--- src/cfl_pkg.sv ---
// Package for the CFL time-step reduction block.
// Shared widths, constants, register codes, item/config structs and FSM states.
// No dependencies.
package cfl_pkg;

  localparam int FRAC_BITS  = 16;
  localparam int WORD_W     = 32;
  localparam int DEN_W      = WORD_W + 2;
  localparam int DIV_W      = 2 * WORD_W;
  localparam int Q_W        = DIV_W - FRAC_BITS;
  localparam int ROOT_W     = DIV_W / 2;
  localparam int MIN_W      = 33;
  localparam int OUT_W      = 33;
  localparam int COURANT_W  = 17;
  localparam int EPROD_W    = COURANT_W + MIN_W;
  localparam int IDX_W      = 3;
  localparam int FIFO_DEPTH = 4;
  localparam int FIFO_PTR_W = $clog2(FIFO_DEPTH);

  localparam logic [MIN_W-1:0] INIT_MIN = MIN_W'(64'd100000 << FRAC_BITS);

  typedef enum logic [IDX_W-1:0] {
    REG_DIM_COUNT,
    REG_GAS_FACTOR,
    REG_SPACING_X,
    REG_SPACING_Y,
    REG_SPACING_Z,
    REG_COURANT
  } reg_index_t;

  typedef struct packed {
    logic [1:0]           dim_count;
    logic [WORD_W-1:0]    gas_factor;
    logic [WORD_W-1:0]    spacing_x;
    logic [WORD_W-1:0]    spacing_y;
    logic [WORD_W-1:0]    spacing_z;
    logic [COURANT_W-1:0] courant;
  } cfl_cfg_t;

  // classified cell as it travels from front to back
  typedef struct packed {
    logic [WORD_W-1:0]        rho;
    logic [WORD_W-1:0]        p;
    logic [2:0][WORD_W-1:0]   speed;
    logic                     last;
    logic                     rho_zero;
  } cfl_item_t;

  typedef enum logic [3:0] {
    S_IDLE,
    S_MUL,
    S_QSTART,
    S_QDIV,
    S_SQRT,
    S_TSTART,
    S_TDIV,
    S_FOLD,
    S_EMIT,
    S_OUT
  } cfl_state_t;

endpackage

--- src/cfl_div.sv ---
// Shared restoring divider, one quotient bit per cycle.
// Depends on cfl_pkg.
module cfl_div (
  input  logic                        clk,
  input  logic                        rst,
  input  logic                        start,
  input  logic [cfl_pkg::DIV_W-1:0]   dividend,
  input  logic [cfl_pkg::DEN_W-1:0]   divisor,
  output logic                        done,
  output logic [cfl_pkg::DIV_W-1:0]   quotient
);

  localparam int CNT_W = $clog2(cfl_pkg::DIV_W);

  logic                        busy;
  logic [CNT_W-1:0]            cnt;
  logic [cfl_pkg::DEN_W-1:0]   rem;
  logic [cfl_pkg::DEN_W-1:0]   dsr;
  logic [cfl_pkg::DIV_W-1:0]   dq;
  logic [cfl_pkg::DEN_W:0]     rem_sh;
  logic                        fits;

  assign rem_sh   = {rem, dq[cfl_pkg::DIV_W-1]};
  assign fits     = (rem_sh >= {1'b0, dsr});
  assign quotient = dq;

  always_ff @(posedge clk) begin
    if (start) begin
      rem <= '0;
      dsr <= divisor;
      dq  <= dividend;
      cnt <= CNT_W'(cfl_pkg::DIV_W - 1);
    end else if (busy) begin
      rem <= fits ? cfl_pkg::DEN_W'(rem_sh - {1'b0, dsr}) : cfl_pkg::DEN_W'(rem_sh);
      dq  <= {dq[cfl_pkg::DIV_W-2:0], fits};
      cnt <= cnt - 1'b1;
    end
  end

  always_ff @(posedge clk) begin
    if (rst) begin
      busy <= 1'b0;
      done <= 1'b0;
    end else begin
      done <= busy && (cnt == '0);
      if (start) begin
        busy <= 1'b1;
      end else if (busy && cnt == '0) begin
        busy <= 1'b0;
      end
    end
  end

  a_no_restart: assert property (@(posedge clk) disable iff (rst) start |-> !busy)
    else $error("divider restarted while busy");
  a_done_after_busy: assert property (@(posedge clk) disable iff (rst) done |-> $past(busy))
    else $error("divider done without a running division");

endmodule

--- src/cfl_back.sv ---
// Back end: sound speed, per-axis crossing times, running minimum and result register.
// Depends on cfl_pkg and cfl_div.
module cfl_back (
  input  logic                                   clk,
  input  logic                                   rst,
  input  cfl_pkg::cfl_cfg_t                      cfg,
  input  logic                                   fifo_empty,
  input  cfl_pkg::cfl_item_t                     fifo_item,
  output logic                                   fifo_pop,
  input  logic                                   pop,
  output logic                                   out_valid,
  output logic [cfl_pkg::OUT_W-1:0]              out_ts,
  output logic                                   out_bad
);

  cfl_pkg::cfl_state_t state, state_next;

  cfl_pkg::cfl_item_t              item;
  logic                            skip;
  logic [cfl_pkg::DIV_W-1:0]       prod;
  logic [cfl_pkg::DIV_W-1:0]       sq_x;
  logic [cfl_pkg::ROOT_W+3:0]      sq_rem;
  logic [cfl_pkg::ROOT_W-1:0]      root;
  logic [$clog2(cfl_pkg::ROOT_W)-1:0] step;
  logic [1:0]                      dim;
  logic [1:0]                      last_dim;
  logic [cfl_pkg::MIN_W-1:0]       cell_min;
  logic [cfl_pkg::MIN_W-1:0]       running_min;
  logic                            bad_flag;
  logic [cfl_pkg::EPROD_W-1:0]     eprod;

  logic                            div_start;
  logic                            div_done;
  logic [cfl_pkg::DIV_W-1:0]       div_dividend;
  logic [cfl_pkg::DEN_W-1:0]       div_divisor;
  logic [cfl_pkg::DIV_W-1:0]       div_quot;

  logic [cfl_pkg::DEN_W-1:0]       den;
  logic [cfl_pkg::WORD_W-1:0]      spacing;
  logic [cfl_pkg::ROOT_W+3:0]      rem_sh;
  logic [cfl_pkg::ROOT_W+3:0]      trial;
  logic                            sq_fits;
  logic [cfl_pkg::Q_W-1:0]         q_sat;
  logic [cfl_pkg::MIN_W-1:0]       t_clip;
  logic [cfl_pkg::OUT_W:0]         ts_wide;
  logic                            out_free;

  cfl_div u_div (
    .clk      (clk),
    .rst      (rst),
    .start    (div_start),
    .dividend (div_dividend),
    .divisor  (div_divisor),
    .done     (div_done),
    .quotient (div_quot)
  );

  always_comb begin
    case (cfg.dim_count)
      2'd1:    last_dim = 2'd0;
      2'd2:    last_dim = 2'd1;
      default: last_dim = 2'd2;
    endcase
    case (dim)
      2'd0:    spacing = cfg.spacing_x;
      2'd1:    spacing = cfg.spacing_y;
      default: spacing = cfg.spacing_z;
    endcase
    den     = {2'b00, item.speed[dim]} + {2'b00, root};
    rem_sh  = {sq_rem[cfl_pkg::ROOT_W+1:0], sq_x[cfl_pkg::DIV_W-1 -: 2]};
    trial   = {2'b00, root, 2'b01};
    sq_fits = (rem_sh >= trial);
    // saturate K*p/rho so the shifted sqrt operand stays within 64 bits
    q_sat   = (div_quot[cfl_pkg::DIV_W-1:cfl_pkg::Q_W] != '0) ? '1 : div_quot[cfl_pkg::Q_W-1:0];
    t_clip  = (div_quot[cfl_pkg::DIV_W-1:cfl_pkg::MIN_W] != '0) ? '1 : div_quot[cfl_pkg::MIN_W-1:0];
    ts_wide = eprod[cfl_pkg::EPROD_W-1:cfl_pkg::FRAC_BITS];
    out_free = !out_valid || pop;
    div_dividend = (state == cfl_pkg::S_QSTART) ? prod
                 : (cfl_pkg::DIV_W'(spacing) << cfl_pkg::FRAC_BITS);
    div_divisor  = (state == cfl_pkg::S_QSTART) ? {2'b00, item.rho} : den;
  end

  always_comb begin
    state_next = state;
    fifo_pop   = 1'b0;
    div_start  = 1'b0;
    case (state)
      cfl_pkg::S_IDLE: begin
        if (!fifo_empty) begin
          fifo_pop   = 1'b1;
          state_next = fifo_item.rho_zero ? cfl_pkg::S_FOLD : cfl_pkg::S_MUL;
        end
      end
      cfl_pkg::S_MUL:    state_next = cfl_pkg::S_QSTART;
      cfl_pkg::S_QSTART: begin
        div_start  = 1'b1;
        state_next = cfl_pkg::S_QDIV;
      end
      cfl_pkg::S_QDIV: begin
        if (div_done) begin
          state_next = cfl_pkg::S_SQRT;
        end
      end
      cfl_pkg::S_SQRT: begin
        if (step == '1) begin
          state_next = cfl_pkg::S_TSTART;
        end
      end
      cfl_pkg::S_TSTART: begin
        if (den == '0) begin
          state_next = (dim == last_dim) ? cfl_pkg::S_FOLD : cfl_pkg::S_TSTART;
        end else begin
          div_start  = 1'b1;
          state_next = cfl_pkg::S_TDIV;
        end
      end
      cfl_pkg::S_TDIV: begin
        if (div_done) begin
          state_next = (dim == last_dim) ? cfl_pkg::S_FOLD : cfl_pkg::S_TSTART;
        end
      end
      cfl_pkg::S_FOLD:   state_next = item.last ? cfl_pkg::S_EMIT : cfl_pkg::S_IDLE;
      cfl_pkg::S_EMIT:   state_next = cfl_pkg::S_OUT;
      cfl_pkg::S_OUT: begin
        if (out_free) begin
          state_next = cfl_pkg::S_IDLE;
        end
      end
      default:           state_next = cfl_pkg::S_IDLE;
    endcase
  end

  always_ff @(posedge clk) begin
    if (rst) begin
      state <= cfl_pkg::S_IDLE;
    end else begin
      state <= state_next;
    end
  end

  // datapath registers
  always_ff @(posedge clk) begin
    case (state)
      cfl_pkg::S_IDLE: begin
        item     <= fifo_item;
        cell_min <= '1;
        dim      <= 2'd0;
      end
      cfl_pkg::S_MUL: begin
        prod <= cfl_pkg::DIV_W'(item.p) * cfl_pkg::DIV_W'(cfg.gas_factor);
      end
      cfl_pkg::S_QDIV: begin
        sq_x   <= {q_sat, cfl_pkg::FRAC_BITS'(0)};
        sq_rem <= '0;
        root   <= '0;
        step   <= '0;
      end
      cfl_pkg::S_SQRT: begin
        sq_x   <= {sq_x[cfl_pkg::DIV_W-3:0], 2'b00};
        sq_rem <= sq_fits ? (rem_sh - trial) : rem_sh;
        root   <= {root[cfl_pkg::ROOT_W-2:0], sq_fits};
        step   <= step + 1'b1;
      end
      cfl_pkg::S_TSTART: begin
        if (den == '0) begin
          dim <= dim + 1'b1;
        end
      end
      cfl_pkg::S_TDIV: begin
        if (div_done) begin
          dim <= dim + 1'b1;
          if (t_clip < cell_min) begin
            cell_min <= t_clip;
          end
        end
      end
      cfl_pkg::S_EMIT: begin
        eprod <= cfl_pkg::EPROD_W'(cfg.courant) * cfl_pkg::EPROD_W'(running_min);
      end
      default: begin
      end
    endcase
  end

  // skip mark, running state and result register
  always_ff @(posedge clk) begin
    if (rst) begin
      skip        <= 1'b0;
      running_min <= cfl_pkg::INIT_MIN;
      bad_flag    <= 1'b0;
      out_valid   <= 1'b0;
    end else begin
      if (state == cfl_pkg::S_OUT && out_free) begin
        out_valid <= 1'b1;
      end else if (pop && out_valid) begin
        out_valid <= 1'b0;
      end
      case (state)
        cfl_pkg::S_IDLE: begin
          skip <= fifo_item.rho_zero;
        end
        cfl_pkg::S_TSTART: begin
          if (den == '0) begin
            skip <= 1'b1;
          end
        end
        cfl_pkg::S_FOLD: begin
          if (skip) begin
            bad_flag <= 1'b1;
          end else if (cell_min < running_min) begin
            running_min <= cell_min;
          end
        end
        cfl_pkg::S_OUT: begin
          if (out_free) begin
            out_ts      <= ts_wide[cfl_pkg::OUT_W] ? '1 : ts_wide[cfl_pkg::OUT_W-1:0];
            out_bad     <= bad_flag;
            running_min <= cfl_pkg::INIT_MIN;
            bad_flag    <= 1'b0;
          end
        end
        default: begin
        end
      endcase
    end
  end

  a_min_bounded: assert property (@(posedge clk) disable iff (rst)
      running_min <= cfl_pkg::INIT_MIN)
    else $error("running minimum above its start value");
  a_skip_flags: assert property (@(posedge clk) disable iff (rst)
      (state == cfl_pkg::S_FOLD && skip) |=> bad_flag)
    else $error("skipped cell not flagged");
  a_pop_only_idle: assert property (@(posedge clk) disable iff (rst)
      fifo_pop |-> (state == cfl_pkg::S_IDLE && !fifo_empty))
    else $error("queue read outside idle");
  a_sweep_restart: assert property (@(posedge clk) disable iff (rst)
      (state == cfl_pkg::S_OUT && out_free) |=>
      (running_min == cfl_pkg::INIT_MIN && !bad_flag && out_valid))
    else $error("sweep state not restarted after result");

endmodule

--- config.mk ---
export PLATFORM = sky130hd
export DESIGN_NAME = cfl_back
export DESIGN_NICKNAME = d
export VERILOG_FILES = /design/src/cfl_pkg.sv /design/src/cfl_div.sv /design/src/cfl_back.sv
export SDC_FILE = /design/constraint.sdc
export NUM_CORES = 2
export LEC_CHECK = 0
export ABC_AREA = 1
export BUFFER_PORTS_ARGS = -buffer_cell sky130_fd_sc_hd__buf_2
export CAP_MARGIN = 10
export CORE_ASPECT_RATIO = 2
export CORE_UTILIZATION = 48
export CTS_CLUSTER_SIZE = 30
export DETAILED_ROUTE_END_ITERATION = 8
export PLACE_DENSITY_LB_ADDON = 0.1
export SYNTH_ARGS = -nofsm -noshare
export SYNTH_HDL_FRONTEND = slang
export SYNTH_SLANG_ARGS = --single-unit
export TNS_END_PERCENT = 5
--- constraint.sdc ---
create_clock -name clk -period 13.5 [get_ports clk]
set_input_delay 1.35 -clock clk [delete_from_list [all_inputs] [get_ports clk]]
set_output_delay 1.35 -clock clk [all_outputs]
set_load 0.005 [all_outputs]
==> key figures <==
Finish
  • Final net count: 12600
  • Most frequent cells in the layout: 2697 x inv_1, 2567 x nand2_1, 1360 x fa_1
  • # fillers: 17100
  • Cell Count, Final, Fillers Out: ~13000
  • Register area: about 18000 um2
  • Commonest non-fill, non-tap cell in the layout: inv_1
  • Utilization after layout: 51.8%
  • Area growth from synthesis to layout: 6.99%
  • Multi-input gate area: 54800 um2
  • Fraction of layout cells with a size suffix above 1: roughly 6.4%

Clocking
  • Buffer depth of the longest clock path: 3
  • Root Buffer: clkbuf_16
  • Worst skew pair latency: 0.69 ns
  • CTS Buf Count: 66
  • CTS clk-pin slew, worst paths: ~0.06 ns
  • TritonCTS clock tree: yes
  • Post-CTS Resized: 0
  • Hold_buf cts: 0
  • CTS Sinks: 626
  • CTS H-tree depth: 3
  • Postcts setup bufs: 0

Timing
  • Slew of the pin with the lowest slew margin: 1.31 ns
  • Final setup TNS: 0 ns
  • RSZ-0062 raised after global routing: false
  • Final Hold Slack: about 0.45 ns
  • Slew margin rel.: a little under an eighth
  • F_max: 103 MHz
  • Final Max Tran Viols: 0
  • Period minus WS final: 9.72 ns
  • Final Cycle Share: 72.0%
  • Hold Vio Cnt, Final: 0
  • # setup viols final: 0
  • Clock Skew: 0.0578 ns

Setup path
  • R2R depth: 27
  • Slowest-stage cell, CP: o21ai_0
  • RR Startpoint: item[113]$_DFFE_PP_
  • Critical R2R Capture: prod[44]$_DFFE_PP_
  • Critical path data arrival time: 10.13 ns
  • CP Depth: 27
  • Crit Path Class: input port to flip-flop
  • Worst Path Max Fanout: 32
  • Max incr delay on CP: 1.04 ns
  • Worst EP required: 13.90 ns
  • Largest delay share family, worst path: adder cells
  • Setup crit start kind: input port
  • Critical path capture point type: flip-flop
  • Worst path bufs/invs: 9
  • R2r setup slk: 3.83 ns

Place
  • Global placement routability congestion: 1.03
  • Buffers on Ports: 348
  • Dpl cells: 12600
  • Detailed Place HPWL: 241 mm

Logic synthesis
  • Synth Instances: around 10000
  • Async SR Flop Fraction: 0%
  • Post-synthesis sequential area ratio: 21.3%
  • Syn_area_per_cell: 8.25 um2
  • Register bit total from synthesis: about 630
  • Unique masters post-synth: 55
  • Yosys warns: 0
  • Synthesized area: ~85000 um2
  • Count of flip-flops with a built-in enable after synthesis: 544
  • Ys flop type: edfxtp_1
  • Post-synthesis net count: 12500

Die
  • Core area: 175000 um2
  • Die area: 178000 um2
  • Ports: 349
  • Chip Height: 596 um
  • Initial Util: 48.4%
  • Cell row count: 217
  • Chip width: about 300 um

Global routing
  • Vias in the first global route: 75000
  • Largest net degree at the start of global routing: 92
  • Total congestion overflow: 0
  • Initial antenna violation count: 16
  • First-pass GRT wire length: ~450 mm
  • GR Util All Layers: 34.6%

Route
  • First-pass DRT Iterations: 7
  • Total number of vias: 68100
  • Vias per cell: 5.37
  • Drt wl/cell: roughly 24 um
  • Detailed-route DRC error count: 0
  • Routed WL: 303 mm
  • DRT iter0 DRCs: 3773
  • Post-route ant nets: 0

Hold path
  • Worst-case hold path end point: out_bad$_DFFE_PP_
  • Min-Delay Path Depth: 0
  • HP Start: bad_flag$_SDFFE_PP0P_
  • Hold Path Class: flip-flop to flip-flop

Run
  • Max-cap violations: 0

Status
  • Outcome: finished clean
metal layers:
layer  wire, um  vias up  track usage, %  share of wire (%)
met5         36        -               0              0.012
met4      30700        6            29.8                 10
met3      15000     1157            5.25                5.0
met2     165000     2545            66.2                 55
met1      91700    33800            31.1                 30
li1           -    30600               -                  -
registers in the layout, indices dropped and copies added (netlist names), 2 cells and up:
register	count
step	5
eprod	34
u_div.quotient	64
running_min	33
item	161
out_ts	33
u_div.cnt	6
sq_rem	34
u_div.dsr	33
state	4
cell_min	33
dim	2
root	32
sq_x	48
u_div.rem	34
prod	64
cell families after synthesis:
family / after synthesis / synth area share [%]
AO/OA/AOI/OAI: 1019 / 6.70
XOR/XNOR: 163 / 1.69
adder cells (fa/ha/maj): 1914 / 40.4
buffers and inverters: 3156 / 14.1
flip-flops: 626 / 21.3
AND/OR/NAND/NOR: 3375 / 15.9
metrics by stage:
| step | instance area, um2 | worst slack [ns] |
|---|---|---|
| after floorplan | 84600 | 2.94 |
| after global placement | 88300 | 3.35 |
| after detailed placement | 88300 | 3.34 |
| after CTS | 90400 | 4.10 |
| after global routing | 90500 | 3.54 |
| final | 90500 | 3.78 |
synthesized netlist by cell type, types with 28 or more instances:
master    number  area (um2)
inv_1       2700       10100
nand2_1     2571        9650
fa_1        1360       27200
ha_1         554        6930
edfxtp_1     544       16300
clkbuf_1     396        1490
a21oi_1      382        1910
o21ai_0      381        1910
nor2_1       376        1410
nand3_1      255        1280
a31oi_1       94         588
xor2_1        88         771
dfxtp_1       82        1640
xnor2_1       75         657
or2_2         45         282
nor3_1        36         180
nand4_1       32         200
a21o_1        28         210
worst max-delay path by stage:
| stage | slack (ns) | from | to |
|---|---|---|---|
| after floorplan | 2.94 | state[0]$_SDFFE_PP0P_ | cell_min[0]$_SDFFCE_PP1P_ |
| after global placement | 3.35 | cfg[124] | prod[63]$_DFFE_PP_ |
| final | 3.78 | cfg[122] | prod[44]$_DFFE_PP_ |
| after CTS | 4.10 | cfg[124] | prod[63]$_DFFE_PP_ |
| after detailed placement | 3.34 | cfg[124] | prod[63]$_DFFE_PP_ |
| after global routing | 3.54 | cfg[122] | prod[44]$_DFFE_PP_ |
cell type report:
class,count,area share [%]
timing repair buffer,452,2.79
tap,2299,3.18
sequential,626,19.9
inverter,2710,11.2
multi-input combinational,6471,60.5
clock buffer,84,1.96
clock inverter,36,0.393
antenna,12,0.0332
Power is left out: the tool's default activity adds up to more than one toggle a clock period on the data nets, which glitch-free logic cannot reach.
