### src/cfl_pkg.sv
// Package for the CFL time-step reduction block.
// Shared widths, constants, register codes, item/config structs and FSM states.
// No dependencies.
package cfl_pkg;

  localparam int FRAC_BITS  = 16;
  localparam int WORD_W     = 32;
  localparam int DEN_W      = WORD_W + 2;
  localparam int DIV_W      = 2 * WORD_W;
  localparam int Q_W        = DIV_W - FRAC_BITS;
  localparam int ROOT_W     = DIV_W / 2;
  localparam int MIN_W      = 33;
  localparam int OUT_W      = 33;
  localparam int COURANT_W  = 17;
  localparam int EPROD_W    = COURANT_W + MIN_W;
  localparam int IDX_W      = 3;
  localparam int FIFO_DEPTH = 4;
  localparam int FIFO_PTR_W = $clog2(FIFO_DEPTH);

  localparam logic [MIN_W-1:0] INIT_MIN = MIN_W'(64'd100000 << FRAC_BITS);

  typedef enum logic [IDX_W-1:0] {
    REG_DIM_COUNT,
    REG_GAS_FACTOR,
    REG_SPACING_X,
    REG_SPACING_Y,
    REG_SPACING_Z,
    REG_COURANT
  } reg_index_t;

  typedef struct packed {
    logic [1:0]           dim_count;
    logic [WORD_W-1:0]    gas_factor;
    logic [WORD_W-1:0]    spacing_x;
    logic [WORD_W-1:0]    spacing_y;
    logic [WORD_W-1:0]    spacing_z;
    logic [COURANT_W-1:0] courant;
  } cfl_cfg_t;

  // classified cell as it travels from front to back
  typedef struct packed {
    logic [WORD_W-1:0]        rho;
    logic [WORD_W-1:0]        p;
    logic [2:0][WORD_W-1:0]   speed;
    logic                     last;
    logic                     rho_zero;
  } cfl_item_t;

  typedef enum logic [3:0] {
    S_IDLE,
    S_MUL,
    S_QSTART,
    S_QDIV,
    S_SQRT,
    S_TSTART,
    S_TDIV,
    S_FOLD,
    S_EMIT,
    S_OUT
  } cfl_state_t;

endpackage

### src/cfl_front.sv
// Front end: takes in cell transactions, forms |v| per axis and flags zero density.
// Depends on cfl_pkg.
module cfl_front (
  input  logic                          push,
  input  logic                          fifo_full,
  input  logic [cfl_pkg::WORD_W-1:0]    density,
  input  logic [cfl_pkg::WORD_W-1:0]    pressure,
  input  logic signed [cfl_pkg::WORD_W-1:0] vel_x,
  input  logic signed [cfl_pkg::WORD_W-1:0] vel_y,
  input  logic signed [cfl_pkg::WORD_W-1:0] vel_z,
  input  logic                          last_cell,
  output logic                          fifo_we,
  output cfl_pkg::cfl_item_t            fifo_item
);

  function automatic logic [cfl_pkg::WORD_W-1:0] mag(input logic [cfl_pkg::WORD_W-1:0] v);
    // -2^31 maps to 2^31, which still fits unsigned
    mag = v[cfl_pkg::WORD_W-1] ? (~v + 1'b1) : v;
  endfunction

  always_comb begin
    fifo_we            = push && !fifo_full;
    fifo_item.rho      = density;
    fifo_item.p        = pressure;
    fifo_item.speed[0] = mag(vel_x);
    fifo_item.speed[1] = mag(vel_y);
    fifo_item.speed[2] = mag(vel_z);
    fifo_item.last     = last_cell;
    fifo_item.rho_zero = (density == '0);
  end

endmodule

### config.mk
export PLATFORM = sky130hd
export DESIGN_NAME = cfl_front
export DESIGN_NICKNAME = d
export VERILOG_FILES = /design/src/cfl_pkg.sv /design/src/cfl_front.sv
export SDC_FILE = /design/constraint.sdc
export NUM_CORES = 1
export LEC_CHECK = 0
export ABC_AREA = 1
export BUFFER_PORTS_ARGS = -buffer_cell sky130_fd_sc_hd__buf_2
export CAP_MARGIN = 20
export CORE_AREA = 8 8 119 121
export DETAILED_ROUTE_END_ITERATION = 10
export DIE_AREA = 0 0 127 129
export PLACE_DENSITY = 0.66
export SLEW_MARGIN = 20
export SYNTH_ARGS = -nofsm -noshare
export SYNTH_HDL_FRONTEND = slang
export SYNTH_SLANG_ARGS = --single-unit
### constraint.sdc
create_clock -name vclk -period 2
set_clock_uncertainty 0.1 [all_clocks]
set_input_delay 0.2 -clock vclk [all_inputs]
set_output_delay 0.2 -clock vclk [all_outputs]
set_load 0.05 [all_outputs]
==> results.sh, run 1 <==
export IMPL_outcome="complete, no violations"
export IMPL_fin_crit_ps=1819
export IMPL_powerDensity_nw_per_um2=369.5
export IMPL_finalHoldViolCount=0
export IMPL_power_total_mw=1.686
export IMPL_worst_slew_pin_slew_ps=349.6
export IMPL_die_y_um=129
export IMPL_seq_cells=0
export IMPL_dr_pass1_iters=5
export IMPL_start_util_pct=29.29
export IMPL_drive_gt1_share_pct=33.80
export IMPL_fin_crit_sh_pct=90.97
export IMPL_critPathCaptureType="output port"
export IMPL_gp_congestion=0.9984
export IMPL_crit_path_max_fanout=5
export IMPL_ir_drop_mv=0.2983
export IMPL_grt_overflow_total=0
export IMPL_crit_type="input pin to output port"
export IMPL_die_x_um=127
export IMPL_routedWlPerCell_um=14.11
export IMPL_critPathSlowestCell="buf_2"
export IMPL_syn_area_per_cell_um2=4.913
export IMPL_synthCells=734
export IMPL_synth_area_leaders="nand2_1, buf_4, nor2_1, nand3_1, inv_1"
export IMPL_fin_setup_tns_ps=0
export IMPL_antenna_found_initial=1
export IMPL_start_kind="input pin"
export IMPL_ctsHoldBuffers=0
export IMPL_ys_warn_count=0
export IMPL_grt_max_degree=30
export IMPL_rows=41
export IMPL_setup_viol=0
export IMPL_via_per_inst=4.683
export IMPL_ys_types=24
export IMPL_syn_cell_area_um2=3606
export IMPL_ant_nets=0
export IMPL_area_growth_syn_to_layout_pct=26.51
export IMPL_dr_total_vias=5016
export IMPL_post_cts_repair_setup_buffers=0
export IMPL_maxSlewViolCount=0
export IMPL_grt_pass1_vias=4715
export IMPL_nets=1088
export IMPL_cts_resized=0
export IMPL_path_cells="buf_2 > inv_1 > ha_1 > nand3_2 > nor2_2 > nand2_1 > nand2_2 > nand3_1 > nand2_1 > buf_2"
export IMPL_synth_top_cells_by_count="nand2_1, nor2_1, buf_4"
export IMPL_grt_total_usage_pct=16.68
export IMPL_yosysSeqAreaShare_pct=0
export IMPL_die_area_um2=16380
export IMPL_ff_latch_area_um2=0
export IMPL_place_port_buffers=260
export IMPL_drc=0
export IMPL_nClkBuffers=0
export IMPL_fmax_ghz=0.5496
export IMPL_synth_fp_nets=900
export IMPL_ios=326
export IMPL_slew_headroom_pct=76.61
export IMPL_maxCapViolations=0
export IMPL_synth_top_area_share_pct=27.69
export IMPL_drtIter0Drc=288
export IMPL_leakage_nw=2.574
export IMPL_synth_top_area_cell="nand2_1"
export IMPL_required_ps=1700
export IMPL_worstPathArrival_ps=1520
export IMPL_grt_setup_unrepaired="no"
export IMPL_coreArea_um2=12310
export IMPL_hold_class="input pin to output port"
export IMPL_fillers=1392
export IMPL_dp_hpwl_mm=13.76
export IMPL_max_stage_delay_ps=260
export IMPL_grt_pass1_wl_mm=22.85
export IMPL_wl_mm=15.11
export IMPL_yosysMostFrequentCell="nand2_1"
[layout by cell type, fill, tap and decap left out, types with 3 or more instances in the layout]
cell type	synthesis	final
nand2_2	13	13
nand2_1	266	266
nor2_4	10	10
o21ai_0	17	17
inv_1	67	67
nand4_1	7	7
xor2_1	17	17
nor2_1	137	137
nor4_1	4	4
nor2_2	16	16
nand3_1	53	53
xnor2_1	28	28
buf_4	73	3
buf_2	4	260
nand3b_1	4	4
ha_1	3	3
[where the power goes]
part | internal [mW] | switching, mW
logic | 0.410 | 1.28
clock network | 0.0000000670 | 0
registers | 0 | 0
[cell type report]
cell class	instances	area, um^2	area share (%)
multi-input cells	588	2789	61.14
well taps	150	187.7	4.114
inverters	69	259.0	5.677
repair buffers	263	1324	29.02
diodes	1	2.502	0.05485
[final timing paths]
check / startpoint / endpoint / slack [ps] / cells after the start
worst max-delay path: vel_x[1] / fifo_item[26] / 180 / 10
worst min-delay path: pressure[18] / fifo_item[116] / 300 / 0
[through the flow]
step                      hold slack [ps]  area, um^2  cells  util [%]  setup WS, ps
after global placement              300.3        4559   1070     37.03         183.0
after global routing                300.1        4562   1071     37.05         27.00
after floorplan                     467.1        3616    734         -         10.12
after detailed placement            300.3        4559   1070     37.03         179.6
after CTS                           300.3        4559   1070     37.03         178.8
final                               300.0        4562   1071     37.05         180.6
[cell families after synthesis]
kind of cell | share of synthesized area [%]
simple gates | 61.48
fa+ha+maj | 1.041
xor+xnor | 10.93
buf+inv | 22.94
compound gates | 3.609
[critical path: cells and delay by family]
kind	cells	cell delay, ps
AND/OR/NAND/NOR	6	690
buffers and inverters	3	430
adder cells (fa/ha/maj)	1	190
[per-layer routing]
metal / wire length, um / GRT usage (%)
met5: 0 / 0
met1: 5564 / 18.02
met4: 460 / 5.458
met3: 1639 / 3.806
met2: 7446 / 31.38
(Power assumes the default switching activity.)
==> run 2, diff against run 1 <==
==> constraint.sdc (replaced) <==
create_clock -name vclk -period 2
set_clock_uncertainty 0.1 [all_clocks]
set_input_delay 0.4 -clock vclk [all_inputs]
set_output_delay 0.4 -clock vclk [all_outputs]
set_load 0.05 [all_outputs]
==> results.sh, run 2 (synthesis gave the netlist of run 1 again) <==
export IMPL_drive_gt1_share_pct=59.92
export IMPL_placement_cell_area_um2=5824
export IMPL_postLayoutCellArea_um2=7288
export IMPL_nClkBuffers=0
export IMPL_final_common_cell="nand2_1"
export IMPL_fin_crit_ps=2114
export IMPL_critPathCaptureType="output port"
export IMPL_grt_setup_unrepaired="yes"
export IMPL_setup_viol=24
export IMPL_grt_overflow_total=0
export IMPL_die_x_um=127
export IMPL_numPlacedInstances=1172
export IMPL_ff_latch_area_um2=0
export IMPL_final_cell_mix="nand2_1, buf_2, buf_4"
export IMPL_worstPathArrival_ps=1610
export IMPL_maxCapViolations=0
export IMPL_grt_max_degree=25
export IMPL_drc=0
export IMPL_drtIter0Drc=293
export IMPL_coreArea_um2=12310
export IMPL_multi_input_area_um2=3940
export IMPL_failed_checks="setup timing"
export IMPL_dr_pass1_iters=5
export IMPL_fmax_ghz=0.4730
export IMPL_start_kind="input pin"
export IMPL_startpoint="vel_x[16]"
export IMPL_dp_hpwl_mm=14.95
export IMPL_crit_path_max_fanout=3
export IMPL_p_seq_share_pct=0
export IMPL_powerDensity_nw_per_um2=327.7
export IMPL_fin_ws_ps=-114.2
export IMPL_routedWlPerCell_um=15.91
export IMPL_ir_drop_mv=0.2324
export IMPL_fin_setup_tns_ps=-594.9
export IMPL_grt_pass1_wl_mm=26.70
export IMPL_layout_cells_non_filler=1184
export IMPL_die_area_um2=16380
export IMPL_combPwrFrac_pct=100.0
export IMPL_nets=1201
export IMPL_slew_headroom_pct=77.95
export IMPL_antenna_found_initial=1
export IMPL_via_per_inst=4.861
export IMPL_ctsHoldBuffers=0
export IMPL_place_port_buffers=260
export IMPL_die_y_um=129
export IMPL_seq_cells=0
export IMPL_swShare_pct=63.46
export IMPL_cp_endpoint="fifo_item[28]"
export IMPL_outcome="complete, but fails checks"
export IMPL_dr_total_vias=5756
export IMPL_gp_congestion=0.9285
export IMPL_fin_crit_sh_pct=105.7
export IMPL_ios=326
export IMPL_required_ps=1500
export IMPL_ant_nets=0
export IMPL_fillers=1059
export IMPL_leakage_nw=3.675
export IMPL_grt_total_usage_pct=19.79
export IMPL_switchingPower_mw=1.516
export IMPL_start_util_pct=29.29
export IMPL_wl_mm=18.84
export IMPL_crit_type="input pin to output port"
export IMPL_finalHoldViolCount=0
export IMPL_p_int_uw=872.7
export IMPL_worst_slew_pin_slew_ps=327.8
export IMPL_maxSlewViolCount=0
export IMPL_clockPowerShare_pct=0
export IMPL_grt_pass1_vias=5515
export IMPL_rows=41
export IMPL_hold_class="input pin to output port"
export IMPL_area_growth_syn_to_layout_pct=102.1
export IMPL_power_total_mw=2.388
## run 2: changes by cell type in the layout (fill, tap and decap cells not counted), sizes merged
| cell | change |
|---|---|
| buf | +110 |
| clkbuf | +3 |
## run 2: what timing repair did
action                                  in CTS  in global routing
pin swaps                                   41                 79
resized for setup                          203                226
buffers inserted                             4                  7
endpoints found under the setup margin      80                 77
## run 2: how the worst min path moves through the flow
stage | cells past startpoint | startpoint | endpoint | slack, ps
after floorplan | 1 | vel_y[8] | fifo_item[42] | 830
after global placement | 0 | pressure[4] | fifo_item[102] | 700
after detailed placement | 0 | pressure[4] | fifo_item[102] | 700
after CTS | 0 | pressure[4] | fifo_item[102] | 700
after global routing | 0 | pressure[27] | fifo_item[125] | 700
final | 0 | pressure[2] | fifo_item[100] | 700
## run 2: stage by stage
stage	hold slack [ps]	setup WS [ps]	utilization, %
3_3_place_gp	700.3	-309.7	47.31
2_1_floorplan	825.0	-102.3	-
3_5_place_dp	700.3	-314.6	47.31
6_report	700.0	-114.2	59.20
5_1_grt	700.1	-177.4	59.20
4_1_cts	700.3	-68.33	52.86
## run 2: area by class of cell
type                            count  share of cell area, %
Multi-Input combinational cell    588                  54.06
Timing Repair Buffer              376                  39.57
Inverter                           69                  3.760
Tap cell                          150                  2.575
Antenna cell                        1                0.03433
## run 2: metal layers
metal / vias up / global-route usage [%] / wire [um]
met1: 2588 / 20.24 / 6327
met3: 73 / 4.551 / 1711
met2: 315 / 37.33 / 9751
met4: 0 / 9.517 / 1050
li1: 2780 / - / -
met5: - / 0 / 0
## run 2: critical path: stages
cell,delay (ps)
buf_2,130
nor2_2,150
nand3_2,120
nor2_1,220
nand2_1,80
nand2_1,120
nand2_1,80
nand2_1,90
nand2_2,70
buf_8,150
## run 2: power by group through the flow
stage          registers (mW)  logic (mW)  clock network (mW)
2_1_floorplan               0        1.50                   0
3_3_place_gp                0        1.98                   0
3_5_place_dp                0        1.98                   0
4_1_cts                     0        2.19                   0
5_1_grt                     0        2.51        0.0000000668
6_report                    0        2.39        0.0000000670
==> run 3, diff against run 2 <==
==> constraint.sdc (replaced) <==
create_clock -name vclk -period 2
set_clock_uncertainty 0.1 [all_clocks]
set_input_delay 0.4 -clock vclk [all_inputs]
set_output_delay 0.4 -clock vclk [all_outputs]
set_load 0.01 [all_outputs]
==> results.sh, run 3 (synthesis gave the netlist of run 1 again) <==
export IMPL_outcome="complete, no violations"
export IMPL_p_seq_share_pct=0
export IMPL_worstHoldPathCells=0
export IMPL_final_common_cell="buf_2"
export IMPL_maxSlewViolCount=0
export IMPL_ir_drop_mv=0.1322
export IMPL_coreArea_um2=12310
export IMPL_finalHoldViolCount=0
export IMPL_die_x_um=127
export IMPL_combPwrFrac_pct=100.0
export IMPL_seq_cells=0
export IMPL_area_growth_syn_to_layout_pct=51.18
export IMPL_grt_pass1_wl_mm=23.78
export IMPL_hold_end="fifo_item[101]"
export IMPL_multi_input_area_um2=3234
export IMPL_grt_pass1_vias=4958
export IMPL_p_int_uw=513.6
export IMPL_layout_cells_non_filler=1107
export IMPL_grt_setup_unrepaired="yes"
export IMPL_powerDensity_nw_per_um2=223.4
export IMPL_whs_ps=700.0
export IMPL_start_util_pct=29.29
export IMPL_required_ps=1500
export IMPL_dp_hpwl_mm=13.98
export IMPL_rows=41
export IMPL_fin_crit_ps=1973
export IMPL_grt_total_usage_pct=17.52
export IMPL_nets=1123
export IMPL_routedWlPerCell_um=14.72
export IMPL_die_y_um=129
export IMPL_antenna_found_initial=2
export IMPL_fin_crit_sh_pct=98.65
export IMPL_ant_nets=0
export IMPL_crit_type="input pin to output port"
export IMPL_worstPathArrival_ps=1470
export IMPL_worst_slew_pin_slew_ps=436.9
export IMPL_leakage_nw=2.868
export IMPL_pre_cts_ws_ps=-91.31
export IMPL_final_cell_mix="buf_2, nand2_1, nor2_1"
export IMPL_switchingPower_uw=704.3
export IMPL_setup_viol=0
export IMPL_crit_path_max_fanout=4
export IMPL_dr_total_vias=5247
export IMPL_ff_latch_area_um2=0
export IMPL_slew_headroom_pct=70.60
export IMPL_hold_class="input pin to output port"
export IMPL_dr_pass1_iters=5
export IMPL_ctsHoldBuffers=0
export IMPL_fmax_ghz=0.5068
export IMPL_maxCapViolations=0
export IMPL_drc=0
export IMPL_fin_ws_ps=26.94
export IMPL_via_per_inst=4.740
export IMPL_wl_mm=16.30
export IMPL_clockPowerShare_pct=0
export IMPL_grt_overflow_total=0
export IMPL_critPathCaptureType="output port"
export IMPL_start_kind="input pin"
export IMPL_nClkBuffers=0
export IMPL_grt_max_degree=28
export IMPL_place_port_buffers=260
export IMPL_fillers=1330
export IMPL_numPlacedInstances=1095
export IMPL_drive_gt1_share_pct=45.34
export IMPL_drtIter0Drc=250
export IMPL_ios=326
export IMPL_die_area_um2=16380
export IMPL_swShare_pct=57.83
export IMPL_gp_congestion=0.9302
export IMPL_min_from="pressure[3]"
-- run 3: changes by cell type in the layout (fill, tap and decap cells not counted), sizes merged --
| cell | previous run | this run |
|---|---|---|
| buf | 373 | 298 |
| diode | 1 | 2 |
| clkbuf | 3 | 0 |
-- run 3: repair_timing --
action / 4_1_cts / 5_1_grt
pin swaps: 11 / 41
endpoints found under the setup margin: 36 / 68
setup buffers: 2 / 8
resized for setup: 27 / 159
-- run 3: layout make-up --
cell class / count / share of cell area (%)
multi-input cells: 588 / 59.33
repair buffers: 298 / 32.06
inverters: 69 / 5.072
well taps: 150 / 3.443
diodes: 2 / 0.09181
-- run 3: how the worst max path moves through the flow --
| stage | cells past startpoint | startpoint | to |
|---|---|---|---|
| after global placement | 11 | vel_y[0] | fifo_item[64] |
| after global routing | 10 | vel_x[12] | fifo_item[23] |
| final | 10 | vel_x[0] | fifo_item[10] |
| after detailed placement | 11 | vel_y[0] | fifo_item[64] |
| after CTS | 10 | vel_z[6] | fifo_item[84] |
| after floorplan | 7 | vel_y[0] | fifo_item[50] |
-- run 3: critical path: stages --
cell	delay, ps
buf_6	80
inv_4	30
ha_4	160
nand3_4	80
nor2_4	60
buf_4	130
buf_4	120
nor2_1	110
xor2_1	160
buf_2	150
-- run 3: stage by stage --
step                TNS [ps]  instance area [um^2]  total power [mW]  utilization [%]
floorplan                  0                  3606            0.6523                -
global placement       -1274                  4750             1.073            38.58
detailed placement     -1744                  4750             1.075            38.58
CTS                        0                  4852             1.100            39.41
global route          -567.5                  5451             1.333            44.28
finish                     0                  5451             1.218            44.28
-- run 3: power by group through the flow --
stage	registers [mW]	logic (mW)	clock network, mW
3_3_place_gp	0	1.07	0
2_1_floorplan	0	0.652	0
5_1_grt	0	1.33	0.000000134
3_5_place_dp	0	1.07	0
4_1_cts	0	1.10	0
6_report	0	1.22	0.000000134
-- run 3: metal layers --
layer	global-route usage [%]	routed length, um	up-vias
met2	32.67	8204	278
met5	0	0	-
met3	4.261	1681	44
li1	-	-	2638
met1	19.28	5954	2287
met4	4.969	456	0
