**config.mk**
```make
export PLATFORM = sky130hd
export DESIGN_NAME = cfl_fifo
export DESIGN_NICKNAME = d
export VERILOG_FILES = /design/src/cfl_pkg.sv /design/src/cfl_fifo.sv
export SDC_FILE = /design/constraint.sdc
export NUM_CORES = 1
export LEC_CHECK = 0
export CAP_MARGIN = 20
export CORE_ASPECT_RATIO = 2
export CORE_MARGIN = 2
export CORE_UTILIZATION = 25
export CTS_CLUSTER_SIZE = 8
export DETAILED_ROUTE_END_ITERATION = 16
export DONT_BUFFER_PORTS = 1
export HOLD_SLACK_MARGIN = 0.15
export SLEW_MARGIN = 5
export SYNTH_ARGS = -nofsm -noshare
export SYNTH_HDL_FRONTEND = slang
export SYNTH_SLANG_ARGS = --single-unit
export TNS_END_PERCENT = 50
```
**constraint.sdc**
```tcl
create_clock -name clk -period 4.87 [get_ports clk]
set_clock_uncertainty 0.05 [all_clocks]
set_input_delay 0.2435 -clock clk [delete_from_list [all_inputs] [get_ports clk]]
set_output_delay 0.2435 -clock clk [all_outputs]
set_load 0.03 [all_outputs]
```
**src/cfl_pkg.sv**
```systemverilog
// Package for the CFL time-step reduction block.
// Shared widths, constants, register codes, item/config structs and FSM states.
// No dependencies.
package cfl_pkg;

  localparam int FRAC_BITS  = 16;
  localparam int WORD_W     = 32;
  localparam int DEN_W      = WORD_W + 2;
  localparam int DIV_W      = 2 * WORD_W;
  localparam int Q_W        = DIV_W - FRAC_BITS;
  localparam int ROOT_W     = DIV_W / 2;
  localparam int MIN_W      = 33;
  localparam int OUT_W      = 33;
  localparam int COURANT_W  = 17;
  localparam int EPROD_W    = COURANT_W + MIN_W;
  localparam int IDX_W      = 3;
  localparam int FIFO_DEPTH = 4;
  localparam int FIFO_PTR_W = $clog2(FIFO_DEPTH);

  localparam logic [MIN_W-1:0] INIT_MIN = MIN_W'(64'd100000 << FRAC_BITS);

  typedef enum logic [IDX_W-1:0] {
    REG_DIM_COUNT,
    REG_GAS_FACTOR,
    REG_SPACING_X,
    REG_SPACING_Y,
    REG_SPACING_Z,
    REG_COURANT
  } reg_index_t;

  typedef struct packed {
    logic [1:0]           dim_count;
    logic [WORD_W-1:0]    gas_factor;
    logic [WORD_W-1:0]    spacing_x;
    logic [WORD_W-1:0]    spacing_y;
    logic [WORD_W-1:0]    spacing_z;
    logic [COURANT_W-1:0] courant;
  } cfl_cfg_t;

  // classified cell as it travels from front to back
  typedef struct packed {
    logic [WORD_W-1:0]        rho;
    logic [WORD_W-1:0]        p;
    logic [2:0][WORD_W-1:0]   speed;
    logic                     last;
    logic                     rho_zero;
  } cfl_item_t;

  typedef enum logic [3:0] {
    S_IDLE,
    S_MUL,
    S_QSTART,
    S_QDIV,
    S_SQRT,
    S_TSTART,
    S_TDIV,
    S_FOLD,
    S_EMIT,
    S_OUT
  } cfl_state_t;

endpackage

```
**src/cfl_fifo.sv**
```systemverilog
// Short queue of classified cells between front and back.
// Depends on cfl_pkg.
module cfl_fifo (
  input  logic               clk,
  input  logic               rst,
  input  logic               we,
  input  cfl_pkg::cfl_item_t wr_item,
  input  logic               re,
  output cfl_pkg::cfl_item_t rd_item,
  output logic               full,
  output logic               empty
);

  cfl_pkg::cfl_item_t              mem [cfl_pkg::FIFO_DEPTH];
  logic [cfl_pkg::FIFO_PTR_W-1:0]  wr_ptr;
  logic [cfl_pkg::FIFO_PTR_W-1:0]  rd_ptr;
  logic [cfl_pkg::FIFO_PTR_W:0]    count;

  assign full    = (count == (cfl_pkg::FIFO_PTR_W+1)'(cfl_pkg::FIFO_DEPTH));
  assign empty   = (count == '0);
  assign rd_item = mem[rd_ptr];

  always_ff @(posedge clk) begin
    if (we) begin
      mem[wr_ptr] <= wr_item;
    end
  end

  always_ff @(posedge clk) begin
    if (rst) begin
      wr_ptr <= '0;
      rd_ptr <= '0;
      count  <= '0;
    end else begin
      if (we) begin
        wr_ptr <= wr_ptr + 1'b1;
      end
      if (re) begin
        rd_ptr <= rd_ptr + 1'b1;
      end
      count <= count + (cfl_pkg::FIFO_PTR_W+1)'(we) - (cfl_pkg::FIFO_PTR_W+1)'(re);
    end
  end

endmodule

```
==> results of run 1 <==
## logic make-up after synthesis
family / count (synthesis)
DFF: 657
muxes: 163
buffers and inverters: 42
and+or+nand+nor: 14
AOI/OAI and AO/OA: 2
adders and majority gates: 7
xor gates and xnor gates: 3
## flip-flops by register name, indices dropped and copies added, names as in the netlist, named ones only
| register | cells |
|---|---|
| wr_ptr | 2 |
| count | 3 |
| mem | 648 |
| rd_ptr | 2 |
## final timing paths
check | to | start | slack [ps]
min reg2reg | register | rd_ptr[1] | 490
max reg2reg | mem[3][22] | wr_ptr[0] | 2560
min | mem[3][33] | we | 190
max | rd_item[84] | register | 1940
## layout make-up
| type | instances | area [µm²] | share of cell area [%] |
|---|---|---|---|
| inverters | 6 | 22.5 | 0.0764 |
| flip-flops and latches | 657 | 19600 | 66.6 |
| clock inverters | 7 | 103 | 0.348 |
| clock buffers | 110 | 2390 | 8.11 |
| diodes | 11 | 27.5 | 0.0934 |
| repair buffers | 182 | 1870 | 6.35 |
| well taps | 1215 | 1520 | 5.16 |
| multi-input cells | 189 | 3890 | 13.2 |
## what timing repair did
item	CTS	global route
endpoints found under the hold margin	692	0
hold buffers	167	0
setup endpoints to repair	0	0
## metal layers
layer	vias to the layer above	wire length, µm
met4	26	759
li1	4329	-
met2	536	20300
met5	-	166
met3	85	7830
met1	5292	20200
## critical path, cell delays in order, from the launching register on
cell     delay (ps)
dfxtp_4         910
buf_4           520
mux4_2          510
## Yosys cell counts
master / count
edfxtp_1: 648
fa_1: 1
nor2b_1: 2
clkbuf_1: 6
and2_1: 4
and3_1: 1
a21bo_2: 1
mux2i_1: 1
buf_2: 18
inv_1: 6
nor2_1: 5
ha_1: 6
dfxtp_1: 9
buf_6: 10
buf_1: 2
nand3b_1: 1
a21oi_1: 1
nor3_1: 1
xor3_1: 1
xnor2_1: 2
mux4_2: 162
## metrics by stage
stage	power (mW)	worst slack, ps	instances	hold WS [ps]	util (%)
detailed placement	7.95	2500	2082	261	26.7
finish	13.6	1940	2377	192	31.1
floorplan	7.72	38.1	888	265	-
global placement	7.94	2520	2082	261	26.7
global route	14.0	1760	2374	211	31.1
CTS	13.7	1840	2366	202	31.1
## power breakdown
| group | internal [mW] | switching (mW) |
|---|---|---|
| clock network | 3.41 | 2.16 |
| logic | 0.457 | 0.945 |
| registers | 6.52 | 0.0846 |
==> run summary, run 1 <==
Die Ht: 440 µm
Layout fillers: 8859
clk_lat worst skew: 610 ps
largest net degree at the start of global routing: 89
vias: 10.3k
Crit Path Category: reg -> out
Top Ports: 330
CP Launch Type: register
Max Fclk: 342 MHz
post-synthesis register bit count: 657
number of buffers added for setup after CTS: 0
register area share after synthesis: 82.6%
Cell Area, Synth: 23800 µm²
Compound-Gate Fraction of Synth Area: 0.0631%
RSZ-0062 raised after global routing: no
max_slew headroom: 40.5%
multiplexer share of the synthesized area: 15.4%
PortBufs: 0
# nets final: 1301
area of placed instances: 25300 µm²
Yosys top cell area share: 81.8%
hpwl dp: 30200 µm
power density cells: 460 nW/µm²
Cells after Synth: 888
total gr overflow: 0
Pleak: 9.07 nW
post-CTS resize count: 0
GPL Wtd Cong: 0.711
H-tree depth: 3
DRC errors left: 0
full die area: 97700 µm²
gr busiest metal: met2
Final setup viols: 0
drt via density: 4.32
1st-pass router iterations: 5
final instance area: 29500 µm²
share of post-route cells with drive strength above 1: 24.7%
Worst VDD drop: 398 µV
GR Layer Usage met1: 12.7%
xor-xnor portion of the synthesized cell area: 0.174%
area delta synth->final: 24.0%
HP Class: in -> reg
Pins Over Slew Limit: 0
vias in the first global route: 11.0k
R2R depth: 3
Reg clk slew, reported paths: 50 ps
first-pass GRT wire length: 72800 µm
Syn Area/Cell: 26.8 µm²
Worst Max-Slew Pin Slew: 892 ps
met2 Usage GRT: 13.7%
Total Routing Usage GR: 9.89%
Crit. End Element: output pin
fin crit period: 2930 ps
clock root cell: clkbuf_16
antenna-violating nets left: 0
status: finished clean
Initial DRC Count: 675
total CTS buffers: 92
Synth cell types: 21
WL per Instance: 20.7 µm
most frequent cells in the layout: edfxtp_1, dlygate4sd3_1, mux4_2
Num Clock Sinks: 657
routed wire length: 49300 µm
Die W: 222 µm
Mapped Nets: 1061
setup TNS: 0 ps
Synth Area in Adders: 0.400%
FP Rows: 160
largest area contributor in the netlist: edfxtp_1
routing usage on met3: 6.51%
core area: 94700 µm²
Yosys Warn Count: 0
hold path depth: 1
largest cells by area after synthesis: edfxtp_1, mux4_2, dfxtp_1
clock tree from TritonCTS: yes
final hold vios: 0
# Max-Cap Violations: 0
Starting Density: 25.1%
most common cell after layout, fill and taps aside: edfxtp_1
Synth Area in Simple Gates: 0.316%
initial antenna violation count: 23
largest family of logic cells by synthesized area: multiplexers
crit path DAT: 2630 ps
Worst Path Max Fanout: 55
Worst EP required: 4580 ps
Clock Tree Buf Depth: 3
period utilization: 60.1%
Power figures use the tool's default switching activity.
==> run 2: changes to the inputs <==
--- a/config.mk
+++ b/config.mk
@@ -5,6 +5,7 @@
 export SDC_FILE = /design/constraint.sdc
 export NUM_CORES = 1
 export LEC_CHECK = 0
+export ABC_AREA = 1
 export CAP_MARGIN = 20
 export CORE_ASPECT_RATIO = 2
 export CORE_MARGIN = 2
==> constraint.sdc (replaced) <==
create_clock -name clk -period 2.78 [get_ports clk]
set_clock_uncertainty 0.05 [all_clocks]
set_input_delay 0.139 -clock clk [delete_from_list [all_inputs] [get_ports clk]]
set_output_delay 0.139 -clock clk [all_outputs]
set_load 0.03 [all_outputs]
==> run 2 against run 1 <==
  * Sequential share of layout area is 7.8 points lower
  * Synthesized cell count is 120% higher
  * Critical endpoint is now count[1]
  * Worst hold slack improved by 9.0 ps
  * Non-clock buffer count rose by 198
  * Area after synthesis is 9.1% higher
  * Highest routed layer unchanged
  * Via count rose by 49%
  * Clock-buffer cell count down 8
==> run summary, run 2 <==
most common cell in the netlist: edfxtp_1 (unchanged)
Synth cell types: 18 (was 21)
max FFs per register: 648 (unchanged)
PortBufs: 0 (unchanged)
Yosys top cell area share: 75.0% (was 81.8%)
GPL Wtd Cong: 0.719 (was 0.711)
ys flop type: edfxtp_1 (unchanged)
placed cells: 3243 (was 2082)
hold slack: 201 ps (was 192 ps)
Reg clk slew, reported paths: 50 ps (about the same)
Yosys Warn Count: 0 (unchanged)
fin crit period: 2670 ps
final instance area: 33400 µm² (was 29500 µm²)
Worst Hold Launch: wr_item[94] (was we)
initial antenna violation count: 2 (was 23)
area delta synth->final: 28.7% (was 24.0%)
most common cell after layout, fill and taps aside: edfxtp_1 (unchanged)
CP Launch Type: register (unchanged)
Top Ports: 330 (unchanged)
1st-pass router iterations: 5 (unchanged)
Min-Delay Endpoint: mem[1][94] (was mem[3][33])
R2R Setup Slk: 110 ps (was 2560 ps)
clk_lat worst skew: 640 ps (was 610 ps)
number of buffers added for setup after CTS: 0 (unchanged)
antenna-violating nets left: 0 (unchanged)
full die area: 107000 µm² (was 97700 µm²)
H-tree depth: 3 (unchanged)
Pleak: 12.1 nW (was 9.07 nW)
Layout fillers: 9968 (was 8859)
top flop regs: mem (648), count (3) (unchanged)
final hold vios: 0 (unchanged)
R2R depth: 9 (was 3)
register area share after synthesis: 75.7% (was 82.6%)
FF/Latch Area: 19700 µm² (was 19600 µm²)
vias: 15.3k (was 10.3k)
# nets final: 2485 (was 1301)
total gr overflow: 0 (unchanged)
Largest Register: mem (unchanged)
Crit. End Element: register (was output pin)
Syn Area/Cell: 13.3 µm² (was 26.8 µm²)
status: finished clean (unchanged)
max_slew headroom: 40.2% (was 40.5%)
vias in the first global route: 15.5k (was 11.0k)
largest cells by area after synthesis: edfxtp_1, inv_1, nand2_1 (was edfxtp_1, mux4_2, dfxtp_1)
Max Fclk: 374 MHz
Die Ht: 460 µm (was 440 µm)
Num Clock Sinks: 657 (unchanged)
hold path depth: 1 (unchanged)
Die W: 232 µm (was 222 µm)
Worst VDD drop: 686 µV (was 398 µV)
# Max-Cap Violations: 0 (unchanged)
Starting Density: 25.1% (about the same)
HP Class: in -> reg (unchanged)
Multi-input gate area: 4270 µm² (was 3890 µm²)
Pins Over Slew Limit: 0 (unchanged)
Initial DRC Count: 677 (was 675)
total CTS buffers: 92 (unchanged)
Mapped Nets: 2119 (was 1061)
asr flop ratio synth: 0% (unchanged)
largest area contributor in the netlist: edfxtp_1 (unchanged)
power density cells: 720 nW/µm² (was 460 nW/µm²)
RSZ-0062 raised after global routing: no (unchanged)
clock root cell: clkbuf_16 (unchanged)
most frequent cells in the layout: edfxtp_1, inv_1, nand2_1 (was edfxtp_1, dlygate4sd3_1, mux4_2)
Worst Max-Slew Pin Slew: 890 ps (was 892 ps)
FP Rows: 167 (was 160)
clock tree from TritonCTS: yes (unchanged)
routed wire length: 56200 µm (was 49300 µm)
share of post-route cells with drive strength above 1: 7.26% (was 24.7%)
Worst Path Max Fanout: 3 (was 55)
drt via density: 4.17 (was 4.32)
hpwl dp: 34000 µm (was 30200 µm)
Clock Tree Buf Depth: 3 (unchanged)
crit path DAT: 3150 ps (was 2630 ps)
largest net degree at the start of global routing: 101 (was 89)
DRC errors left: 0 (unchanged)
Total Routing Usage GR: 10.3% (was 9.89%)
first-pass GRT wire length: 84100 µm (was 72800 µm)
post-synthesis register bit count: 657 (unchanged)
WL per Instance: 15.3 µm (was 20.7 µm)
Crit Path Category: reg -> reg (was reg -> out)
core area: 103000 µm² (was 94700 µm²)
Cell Area, Synth: 25900 µm² (was 23800 µm²)
list of most frequent post-synthesis cells: edfxtp_1, inv_1, nand2_1 (was edfxtp_1, mux4_2, buf_2)
period utilization: 96.1%
area of placed instances: 27600 µm² (was 25300 µm²)
Layout Cells excl Fill: 3680 (was 2377)
Post-synth EDFFs: 648 (unchanged)
Cells after Synth: 1946 (was 888)
FF-to-FF End: count[1] (was mem[3][22])
Worst EP required: 3260 ps (was 4580 ps)
Final setup viols: 0 (unchanged)
worst reg2reg startpoint: count[0] (was wr_ptr[0])
[run 2: changes by cell type after synthesis, moves of 23 or more]
cell and change:
inv_1 +334, nand2_1 +332, buf_2 +30, a21oi_1 +167
o21ai_0 +23, mux4_2 -162, o21ai_1 +143, o211ai_1 +162
[run 2: worst max-delay path by stage]
stage               startpoint          to  slack [ps]  depth (start not counted)
finish                count[0]    count[1]         110                          9
CTS                   count[0]    count[1]          90                          9
global placement     wr_ptr[0]  mem[3][67]         780                          5
detailed placement   wr_ptr[0]  mem[3][24]         800                          5
global route          count[0]    count[1]          10                          9
floorplan            wr_ptr[0]   mem[0][0]        -670                          4
[run 2: cell families (layout without fill, tap and decap cells)]
logic type,after synthesis,after routing,share of synthesized area (%)
adders and majority gates,7,7,0.366
AOI/OAI and AO/OA,496,496,11.1
other,0,1,0
buffers and inverters,448,829,7.92
and+or+nand+nor,338,338,4.90
DFF,657,657,75.7
[run 2: per-layer routing]
| layer | up-vias | GRT usage, % | share of wire [%] |
|---|---|---|---|
| met5 | - | 0 | 0.023 |
| met4 | 2 | 5.25 | 3.5 |
| met3 | 117 | 3.26 | 7.3 |
| met2 | 397 | 18.9 | 52 |
| met1 | 7338 | 10.3 | 37 |
| li1 | 7481 | - | - |
[run 2: critical path, stage by stage (launching register included)]
cell and delay [ps]:
dfxtp_2 330, inv_1 50, ha_1 260, inv_1 40
ha_1 160, dlygate4sd3_1 570, fa_1 440, dlygate4sd3_1 560
inv_1 60, nor2_1 30
[run 2: final cells by class]
class                           instances  share of cell area, %
Antenna cell                            1                0.00749
Inverter                              340                   3.87
Sequential cell                       657                   58.9
Tap cell                             1352                   5.07
Multi-Input combinational cell        841                   12.8
Timing Repair Buffer                  380                   11.9
Clock inverter                          7                  0.420
Clock buffer                          102                   7.07
[run 2: timing repair]
action | CTS | global route
endpoints found under the hold margin | 891 | 0
gates resized for setup | 0 | 1
endpoints found under the setup margin | 0 | 1
hold buffers | 327 | 0
[run 2: report_power, final]
group / internal, mW / switching [mW] / total, mW
registers: 11.4 / 0.111 / 11.5
clock network: 6.02 / 3.89 / 9.91
logic: 0.753 / 1.90 / 2.66
total: 18.1 / 5.91 / 24.0
[run 2: through the flow]
step	util (%)	power (mW)	TNS [ps]	setup slack, ps
2_1_floorplan	-	13.4	-430100	-672
3_3_place_gp	26.7	13.8	0	780
3_5_place_dp	26.7	13.9	0	800
4_1_cts	32.3	24.4	0	88.8
5_1_grt	32.3	25.0	0	9.67
6_report	32.3	24.0	0	110
==> run 3: changes to the inputs <==
==> constraint.sdc (replaced) <==
create_clock -name clk -period 2.6 [get_ports clk]
set_clock_uncertainty 0.05 [all_clocks]
set_input_delay 0.13 -clock clk [delete_from_list [all_inputs] [get_ports clk]]
set_output_delay 0.13 -clock clk [all_outputs]
set_load 0.03 [all_outputs]
==> run 3 against run 2 <==
  * Combinational power up 7.9%
  * Die area unchanged
  * Total power increased by 6.8%
  * Final cell count barely moved
  * Design area is 0.14% higher
  * Clock power up 6%
  * Global-route usage is 0.066 points higher
  * Sequential cell count unchanged
  * Via count rose by 0.20%
  * Core utilization is essentially flat
  * Non-clock buffer count unchanged
==> run summary, run 3 (synthesized netlist as in run 2, its figures left out) <==
1st-pass router iterations: 4 (was 5)
core area: 103000 µm² (unchanged)
first-pass GRT wire length: 84000 µm (was 84100 µm)
total CTS buffers: 92 (unchanged)
max FFs per register: 648 (unchanged)
Reg clk slew, reported paths: 50 ps (about the same)
full die area: 107000 µm² (unchanged)
share of post-route cells with drive strength above 1: 7.25% (was 7.26%)
Slowest cell on crit path: dlygate4sd3_1 (unchanged)
cells along the critical path: dlygate4sd3_1, dlygate4sd3_1, ha_1, inv_1, ha_1, dlygate4sd3_1, fa_1, a21oi_1, nor2_1 (was inv_1, ha_1, inv_1, ha_1, dlygate4sd3_1, fa_1, dlygate4sd3_1, inv_1, nor2_1)
Layout Cells excl Fill: 3683 (was 3680)
Worst EP required: 3110 ps (was 3260 ps)
Top Ports: 330 (unchanged)
clk_lat worst skew: 670 ps (was 640 ps)
Pleak: 12.2 nW (was 12.1 nW)
CP Launch Type: primary input (was register)
Starting Density: 25.1% (unchanged)
Pins Over Slew Limit: 0 (unchanged)
largest net degree at the start of global routing: 89 (was 101)
area of placed instances: 27500 µm² (was 27600 µm²)
antenna-violating nets left: 0 (unchanged)
most common cell after layout, fill and taps aside: edfxtp_1 (unchanged)
top flop regs: mem (648), count (3) (unchanged)
max_slew headroom: 40.0% (was 40.2%)
area delta synth->final: 28.9% (was 28.7%)
fin crit period: 2480 ps
total gr overflow: 0 (unchanged)
Worst Max-Slew Pin Slew: 893 ps (was 890 ps)
placed cells: 3236 (was 3243)
final instance area: 33400 µm² (about the same)
HP Class: in -> reg (unchanged)
Critical path buffers and inverters: 4 (was 5)
Die W: 232 µm (unchanged)
PortBufs: 0 (unchanged)
clock tree from TritonCTS: yes (unchanged)
Die Ht: 460 µm (unchanged)
Worst VDD drop: 735 µV (was 686 µV)
vias: 15.4k (was 15.3k)
Num Clock Sinks: 657 (unchanged)
vias in the first global route: 15.4k (was 15.5k)
WL per Instance: 15.6 µm (was 15.3 µm)
Final setup viols: 0 (unchanged)
hpwl dp: 33300 µm (was 34000 µm)
Crit. End Element: register (unchanged)
GPL Wtd Cong: 0.709 (was 0.719)
crit path DAT: 2990 ps (was 3150 ps)
final hold vios: 0 (unchanged)
drt via density: 4.17 (about the same)
power density cells: 768 nW/µm² (was 720 nW/µm²)
DRC errors left: 0 (unchanged)
status: finished clean (unchanged)
FP Rows: 167 (unchanged)
most frequent cells in the layout: edfxtp_1, inv_1, nand2_1 (unchanged)
routed wire length: 57500 µm (was 56200 µm)
# nets final: 2485 (unchanged)
Total Routing Usage GR: 10.4% (was 10.3%)
Crit Path Category: in -> reg (was reg -> reg)
setup TNS: 0 ps (unchanged)
clock root cell: clkbuf_16 (unchanged)
Worst path most repeated cell: dlygate4sd3_1 (was inv_1)
initial antenna violation count: 2 (unchanged)
Max Fclk: 403 MHz
Clock Tree Buf Depth: 3 (unchanged)
RSZ-0062 raised after global routing: no (unchanged)
Worst Path Max Fanout: 5 (was 3)
H-tree depth: 3 (unchanged)
Largest Register: mem (unchanged)
Crit path max-delay family: buffers and inverters (unchanged)
Initial DRC Count: 763 (was 677)
R2R Setup Slk: 370 ps (was 110 ps)
period utilization: 95.5%
Worst path max stage delay: 620 ps (was 570 ps)
# Max-Cap Violations: 0 (unchanged)
run 3: path summary, 6_finish.rpt:
| kind | start | endpoint | cells past startpoint |
|---|---|---|---|
| setup / recovery | re | count[2] | 9 |
| hold / removal | wr_item[96] | mem[3][96] | 1 |
| setup reg to reg | count[0] | count[2] | 8 |
| hold reg to reg | rd_ptr[1] | register | 2 |
run 3: stage by stage:
step | util, % | setup slack [ps] | hold WS, ps | total power [mW]
after floorplan | - | -852 | 151 | 14.3
after global placement | 26.7 | 578 | 153 | 14.8
final | 32.4 | 118 | 197 | 25.7
after CTS | 32.3 | 7.76 | 151 | 26.0
after global routing | 32.4 | 2.86 | 178 | 26.7
after detailed placement | 26.7 | 601 | 154 | 14.8
run 3: final cells by class:
type	instances	area (µm²)
diodes	1	2.50
fillers	9916	69800
repair buffers	380	4020
clock inverters	9	159
multi-input cells	841	4270
inverters	340	1290
flip-flops and latches	657	19600
clock buffers	103	2350
well taps	1352	1690
run 3: layer usage:
layer / part of all wire, % / global-route usage (%)
met1: 36 / 10.0
met2: 53 / 19.4
met3: 6.6 / 3.26
met4: 3.9 / 5.39
met5: 0 / 0
run 3: where the power goes:
part	switching, mW	leakage (nW)	total, mW	internal (mW)
clock network	4.20	1.22	10.5	6.33
logic	2.06	4.91	2.87	0.807
registers	0.116	6.03	12.3	12.2
total	6.38	12.2	25.7	19.3
run 3: repair_timing:
| action | CTS | global route |
|---|---|---|
| cloned | 0 | 2 |
| hold endpoints to repair | 977 | 0 |
| hold buffers | 327 | 0 |
| endpoints found under the setup margin | 1 | 50 |
| buffers inserted | 0 | 5 |
| gates resized for setup | 1 | 4 |
